$ cat src/hdl/ipacl_pkg.sv
// Shared types, constants and mask functions of the prefix access list matcher.
package ipacl_pkg;

  // Capacity of each rule list and derived widths.
  localparam int MAX_RULES = 256;
  localparam int NUM_LISTS = 3;
  localparam int RULE_DEPTH = NUM_LISTS * MAX_RULES;
  localparam int IDX_W = (MAX_RULES > 1) ? $clog2(MAX_RULES) : 1;
  localparam int CNT_W = $clog2(MAX_RULES + 1);
  localparam int ADDR_W = $clog2(RULE_DEPTH);

  // Fixed field widths of the request and result.
  localparam int PFX_W = 8;
  localparam int HALF_W = 64;
  localparam int V4_W = 32;
  localparam int OUT_CNT_W = 9;

  // Operation codes.
  localparam logic [1:0] OP_CLEAR = 2'd0;
  localparam logic [1:0] OP_ADD   = 2'd1;
  localparam logic [1:0] OP_CHECK = 2'd2;
  localparam logic [1:0] OP_STATS = 2'd3;

  // List codes.
  localparam logic [1:0] LIST_BLOCK = 2'd0;
  localparam logic [1:0] LIST_ALLOW = 2'd1;
  localparam logic [1:0] LIST_STATS = 2'd2;

  // Status codes.
  localparam logic [1:0] ST_OK         = 2'd0;
  localparam logic [1:0] ST_FULL       = 2'd1;
  localparam logic [1:0] ST_BAD_PREFIX = 2'd2;

  // Prefix limits and the tag word of an IPv4-mapped IPv6 address.
  localparam logic [PFX_W-1:0] V4_MAX_PREFIX = 8'd32;
  localparam logic [PFX_W-1:0] V6_MAX_PREFIX = 8'd128;
  localparam logic [V4_W-1:0] MAPPED_TAG = 32'h0000_FFFF;

  typedef struct packed {
    logic [1:0]        operation;
    logic [1:0]        list_select;
    logic              is_v6;
    logic [PFX_W-1:0]  prefix_bits;
    logic [HALF_W-1:0] addr_hi;
    logic [HALF_W-1:0] addr_lo;
  } acl_in_t;

  typedef struct packed {
    logic                 allowed;
    logic [1:0]           status;
    logic [OUT_CNT_W-1:0] block_rules;
    logic [OUT_CNT_W-1:0] allow_rules;
  } acl_out_t;

  // One stored rule; host bits are already cleared.
  typedef struct packed {
    logic              is_v6;
    logic [PFX_W-1:0]  prefix;
    logic [HALF_W-1:0] addr_hi;
    logic [HALF_W-1:0] addr_lo;
  } rule_t;

  localparam int RULE_W = $bits(rule_t);

  // Commands from the controller to the datapath.
  typedef struct packed {
    logic             load;
    logic             exec;
    logic [IDX_W-1:0] rd_idx;
    logic             acc;
    logic             out_load;
  } ctrl_cmd_t;

  // Status from the datapath to the controller.
  typedef struct packed {
    logic             is_check;
    logic [CNT_W-1:0] scan_len;
  } dp_stat_t;

  // Network mask of an IPv4 prefix.
  function automatic logic [V4_W-1:0] v4_mask(input logic [PFX_W-1:0] p);
    logic [V4_W-1:0] m;
    m = (p >= V4_MAX_PREFIX) ? '1 : ~({V4_W{1'b1}} >> p);
    return m;
  endfunction

  // Network mask of an IPv6 prefix over all 128 bits.
  function automatic logic [2*HALF_W-1:0] v6_mask(input logic [PFX_W-1:0] p);
    logic [2*HALF_W-1:0] m;
    m = (p >= V6_MAX_PREFIX) ? '1 : ~({(2*HALF_W){1'b1}} >> p);
    return m;
  endfunction

endpackage

$ cat src/hdl/ipacl_ctrl.sv
// Controller state machine: sequences execute, list scan and result hand-off.
module ipacl_ctrl (
  input  logic                  clk,
  input  logic                  rst_n,
  input  logic                  in_valid,
  output logic                  in_ready,
  output logic                  out_valid,
  input  logic                  out_ready,
  input  ipacl_pkg::dp_stat_t   stat,
  output ipacl_pkg::ctrl_cmd_t  cmd
);
  import ipacl_pkg::*;

  localparam logic [2:0] S_IDLE  = 3'd0;
  localparam logic [2:0] S_EXEC  = 3'd1;
  localparam logic [2:0] S_SCAN  = 3'd2;
  localparam logic [2:0] S_DRAIN = 3'd3;
  localparam logic [2:0] S_FIN   = 3'd4;

  logic [2:0]       state_r, state_nxt;
  logic [IDX_W-1:0] idx_r, idx_nxt;
  logic             dv_r, dv_nxt;
  logic             out_valid_r, out_valid_nxt;
  logic             last_idx;
  logic             can_load;

  assign in_ready  = (state_r == S_IDLE);
  assign out_valid = out_valid_r;
  assign last_idx  = (CNT_W'(idx_r) == (stat.scan_len - CNT_W'(1)));
  assign can_load  = !out_valid_r || out_ready;

  // Next state and commands.
  always_comb begin
    state_nxt    = state_r;
    idx_nxt      = idx_r;
    dv_nxt       = 1'b0;
    cmd          = '0;
    cmd.rd_idx   = idx_r;
    cmd.acc      = dv_r;
    case (state_r)
      S_IDLE: begin
        if (in_valid) begin
          cmd.load  = 1'b1;
          state_nxt = S_EXEC;
        end
      end
      S_EXEC: begin
        cmd.exec = 1'b1;
        idx_nxt  = '0;
        if (stat.is_check && (stat.scan_len != '0)) begin
          state_nxt = S_SCAN;
        end else begin
          state_nxt = S_FIN;
        end
      end
      S_SCAN: begin
        dv_nxt    = 1'b1;
        idx_nxt   = idx_r + IDX_W'(1);
        if (last_idx) begin
          state_nxt = S_DRAIN;
        end
      end
      S_DRAIN: begin
        state_nxt = S_FIN;
      end
      S_FIN: begin
        if (can_load) begin
          cmd.out_load = 1'b1;
          state_nxt    = S_IDLE;
        end
      end
      default: begin
        state_nxt = S_IDLE;
      end
    endcase
  end

  // Result valid flag: set on load, cleared when the result is taken.
  always_comb begin
    out_valid_nxt = out_valid_r;
    if (cmd.out_load) begin
      out_valid_nxt = 1'b1;
    end else if (out_ready) begin
      out_valid_nxt = 1'b0;
    end
  end

  always_ff @(posedge clk) begin
    if (!rst_n) begin
      state_r     <= S_IDLE;
      dv_r        <= 1'b0;
      out_valid_r <= 1'b0;
    end else begin
      state_r     <= state_nxt;
      dv_r        <= dv_nxt;
      out_valid_r <= out_valid_nxt;
    end
  end

  always_ff @(posedge clk) begin
    idx_r <= idx_nxt;
  end

endmodule

$ cat config.mk
export PLATFORM = sky130hd
export DESIGN_NAME = ipacl_ctrl
export DESIGN_NICKNAME = d
export VERILOG_FILES = /design/src/hdl/ipacl_pkg.sv /design/src/hdl/ipacl_ctrl.sv
export SDC_FILE = /design/constraint.sdc
export NUM_CORES = 1
export LEC_CHECK = 0
export CAP_MARGIN = 20
export CORE_ASPECT_RATIO = 1.4
export CORE_UTILIZATION = 42
export DETAILED_ROUTE_END_ITERATION = 16
export DONT_BUFFER_PORTS = 1
export GPL_ROUTABILITY_DRIVEN = 0
export GPL_TIMING_DRIVEN = 0
export PLACE_DENSITY_LB_ADDON = 0.1
export RECOVER_POWER = 100
export SLEW_MARGIN = 20
export SYNTH_ARGS = -nofsm -noshare
export SYNTH_HDL_FRONTEND = slang
export SYNTH_SLANG_ARGS = --single-unit
$ cat constraint.sdc
create_clock -name clk -period 4.2 [get_ports clk]
set_clock_uncertainty 0.05 [all_clocks]
set_input_delay 0.21 -clock clk [delete_from_list [all_inputs] [get_ports clk]]
set_output_delay 0.21 -clock clk [all_outputs]
set_load 0.01 [all_outputs]
# After elaboration in Yosys (flattened, before gate mapping)
# Cells that the tools add are included.
# totals
out_inout_bits,14
ff_bits,13
elab_cells,36
input_bits,14
# op_classes
reduce_logical,8
eq_ne,8
muxes,14
add_sub_neg,2
# op_table
cell,n
case mux 8 bit (2 select lines),1
case mux 3 bit (5 select lines),1
2-to-1 mux 3 bit,4
equality test 8 x 9 -> 1 bit,1
nonzero test 9 bit,1
subtractor 9 x 1 -> 9 bit (second input constant),1
adder 8 x 1 -> 8 bit (second input constant),1
2-to-1 mux 1 bit,8
equality test 3 x 2 -> 1 bit (second input constant),2
!= test 2 bit (second input constant),3
nonzero test 2 bit,2
equality test 3 x 1 -> 1 bit (second input constant),1
equality test 3 bit (second input constant),1
zero test 3 bit,1
AND reduction 3 bit,1
logical AND 1 bit,1
zero test 1 bit,1
logical OR 1 bit,1

# Longest topological paths before layout
# logic_depth
ltp_word,5
ltp_mapped,7
depth_no_buf,7

# Worst setup path after synthesis
# No wires, ideal clock.
# synth_timing
path_kind,reg2reg
from,register state_r[0]
to,register idx_r[0] (enable)
synth_period_minus_slack_ns,1.598
path_slack_ns,2.602
setup_ns,0.384
required_ns,3.766
n_path_buf,1
stages_incl_launch_ff,4
t_arrival_ns,1.164
path_cell_list,dfxtp_1 -> buf_2 -> nand2b_1 -> o21ai_0
# synth_via
elab_chain_len,2
elab_cells_between_ends,3
classes_between,2 x eq/ne; 1 x reduce/logical
# synth_rtl
item,line,source
"start, declared",ipacl_ctrl.sv:20,"logic [2:0] state_r, state_nxt;"
"start signal, assigned",ipacl_ctrl.sv:94,state_r <= state_nxt;
equality test 3 x 2 -> 1 bit or equality test 3 x 1 -> 1 bit (tied branches),ipacl_ctrl.sv:40,case (state_r)
nonzero test 2 bit (no line) (*),-,
"end signal, assigned",ipacl_ctrl.sv:101,idx_r <= idx_nxt;
"end, declared",ipacl_ctrl.sv:21,"logic [IDX_W-1:0] idx_r, idx_nxt;"
# Every way passes the cells marked *; elsewhere a longest branch is shown, timed or not.
# A chain may end at the register's enable or synchronous reset.

# Worst setup path after layout
# layout_timing
from,register state_r[0]
to,register idx_r[1] (enable)
# The elaborated chain is that of the path after synthesis.

==> results.yml <==
run_status:
  run_status: "completed"
die:
  num_rows: 19
  start_util: 0.461
  io_pins: 28
  die_y_um: 58.0
  coreArea_mm2: 0.00204
  dieArea_mm2: 0.00244
  die_w_um: 42.0
clock_network:
  cts-resized-gates: 0
  cts_tree: "yes"
  post_cts_buffers: 0
  cts_root_buf: "clkbuf_4"
  cts_made_buffers: 3
  htree_num_levels: 1
  clkSinkCount: 13
  clk_latency_ns: 0.28
  clockBufferDepth: 2
  cts.reportedPaths.clkPinSlew_ns: 0.09
drt:
  first_pass_iters: 6
  top_layer_used: "met4"
  wl_met1_um: 719
  num_vias: 745
  routed_via_density: 5.91
  met2WireLength_mm: 1.01
  antenna_left: 0
  drt_iter0_drc: 15
  routed_wl_mm: 1.87
  wl_per_cell_um: 14.8
  drc: 0
  met3_length_um: 124
yosys:
  synth_area_leaders: "edfxtp_1 25%, dfxtp_1 11%, xor2_1 6.5%"
  avgSynthCellArea_um2: 9.42
  seq_area_frac_synth: 0.361
  synth_top_area_cell: "edfxtp_1"
  synth_warnings: 0
  synth_seq_cells: 13
  synth_ff_type: "edfxtp_1"
  yosys-top-cells-count: "12 x nor2_1, 8 x edfxtp_1, 7 x xor2_1"
  synthDistinctLibCells: 39
  ys_async_sr_fraction: 0
  yosys.area.top_type_share: 0.255
  netlist_instances: 100
  synth_most_common_cell: "nor2_1"
  synth_nets: 117
  netlist_area_um2: 942
  synth_edf_count: 8
critical_path:
  critical-path-max-stage-delay_ns: 0.85
  r2r_setup_slack_ns: 2.21
  cpMaxStageDelayCell: "o21ai_0"
  r2r.worst_path.cells: 3
  critical_path.cell_chain: "clkbuf_1 -> nand2b_1 -> o21ai_0"
  crit_buf_inv: 1
  r2r_end: "idx_r[1]"
  cp_max_fo: 8
  cp-start-kind: "register"
  required_ns: 4.05
  end_kind: "register"
  critPathTopFamily: "compound AO/OA/AOI/OAI gates"
  r2r-start: "state_r[0]"
  crit_type: "register to register"
  arrival_ns: 1.83
min_path:
  hold_start: "rst_n"
  hold_end: "dv_r"
  min_path_type: "input port to register"
  whs_path_depth: 1
global_routing:
  grt-ovfl-total: 0
  grt_pass1_wl_mm: 3.34
  grt_pass1_vias: 760
  antenna_found_initial: 0
  grt_max_degree: 11
  grtUsageTotal: 0.177
timing:
  fin_tns_setup_ns: 0
  relSlewSlack: 0.282
  finalCriticalPeriod_ns: 1.99
  hold_violations: 0
  rsz0062_at_grt: "false"
  min_period_over_period: 0.473
  fmax_mhz: 503
  worst_pin_slew_ns: 1.07
  slew_violations: 0
  finalSetupViolCount: 0
  fin_ws_ns: 2.21
finish:
  multi_input_area_um2: 558
  area_delta_synth_final_pct: 4.91
  seqCellArea_um2: 340
  final_nets: 123
  fillCellCount: 209
  num_antenna_cells: 0
  layout-drive-gt1-share: 0.0667
power_and_ir_drop:
  p_per_area_mw_per_mm2: 301
  total_leakage_power_nw: 0.359
  max-vdd-ir-drop_v: 0.000179
placement:
  port_buffers: 0
  hpwl_mm: 1.49
  pre_cts_ws_ns: 2.29
run:
  cap_viol_max_count: 0
## timing repair
item	CTS	global route
endpoints found under the hold margin	2	0
endpoints found under the setup margin	0	0
hold buffers	1	0
## where the power goes
| group | internal, mW | switching, mW | leakage, nW |
|---|---|---|---|
| Combinational | 0.0244 | 0.0333 | 0.223 |
| Sequential | 0.147 | 0.0157 | 0.118 |
| Clock | 0.0353 | 0.0423 | 0.0177 |
| Total | 0.206 | 0.0913 | 0.359 |
## cell type report
| cell class | instances | area share |
|---|---|---|
| multi-input cells | 80 | 0.565 |
| flip-flops and latches | 13 | 0.344 |
| well taps | 21 | 0.0266 |
| clock buffers | 3 | 0.0228 |
| plain buffers | 4 | 0.0152 |
| inverters | 3 | 0.0114 |
| repair buffers | 1 | 0.0101 |
| clock inverters | 1 | 0.00506 |
## through the flow
step | power (mW) | cells | util | area [um2] | hold WS, ns
after floorplan | 0.212 | 100 | - | 942 | 0.278
after global placement | 0.224 | 121 | 0.474 | 968 | 0.280
after CTS | 0.305 | 126 | 0.492 | 1010 | 0.0304
after detailed placement | 0.225 | 121 | 0.474 | 968 | 0.282
final | 0.298 | 126 | 0.483 | 988 | 0.0365
after global routing | 0.315 | 126 | 0.483 | 988 | 0.0413
## per-layer routing
layer | GRT usage | up-vias
li1 | - | 368
met1 | 0.214 | 341
met2 | 0.301 | 34
met3 | 0.0374 | 2
met4 | 0.0804 | 0
met5 | 0 | -
## cell usage in the layout, fill, tap and decap left out, drive strengths merged, types with 2 or more instances in the layout
master | Yosys | layout
a21oi | 3 | 3
xnor2 | 6 | 6
nor4 | 2 | 2
ha | 3 | 3
nor2b | 3 | 3
nor3b | 2 | 2
nor2 | 13 | 13
xor2 | 7 | 7
nand3 | 3 | 3
nand3b | 2 | 2
dfxtp | 5 | 5
edfxtp | 8 | 8
nand2 | 4 | 4
o21a | 2 | 2
inv | 3 | 3
nand2b | 3 | 3
clkbuf | 1 | 7
o21ai | 5 | 5
and3 | 4 | 4
nor3 | 3 | 3
or3 | 2 | 2
## cells by family after synthesis
group,share of synthesized area
XOR/XNOR,0.121
multiplexers,0.0106
flip-flops,0.361
AO/OA/AOI/OAI,0.116
adder cells (fa/ha/maj),0.0398
AND/OR/NAND/NOR,0.315
buffers and inverters,0.0372
## how the worst max path moves through the flow
stage                           from        to  slack [ns]  cells after the start
after floorplan           state_r[0]  idx_r[0]        2.60                      3
after global placement    state_r[0]  idx_r[2]        2.30                      3
after detailed placement  state_r[0]  idx_r[2]        2.29                      3
after CTS                 state_r[0]  idx_r[1]        2.29                      3
after global routing      state_r[0]  idx_r[1]        1.99                      3
final                     state_r[0]  idx_r[1]        2.21                      3
## sequential cells by signal, indices dropped and copies added, names as in the netlist
name       flops
state_r        3
idx_r          8
dv_r           1
out_valid      1
No activity file was read; power rests on OpenSTA's default activity.
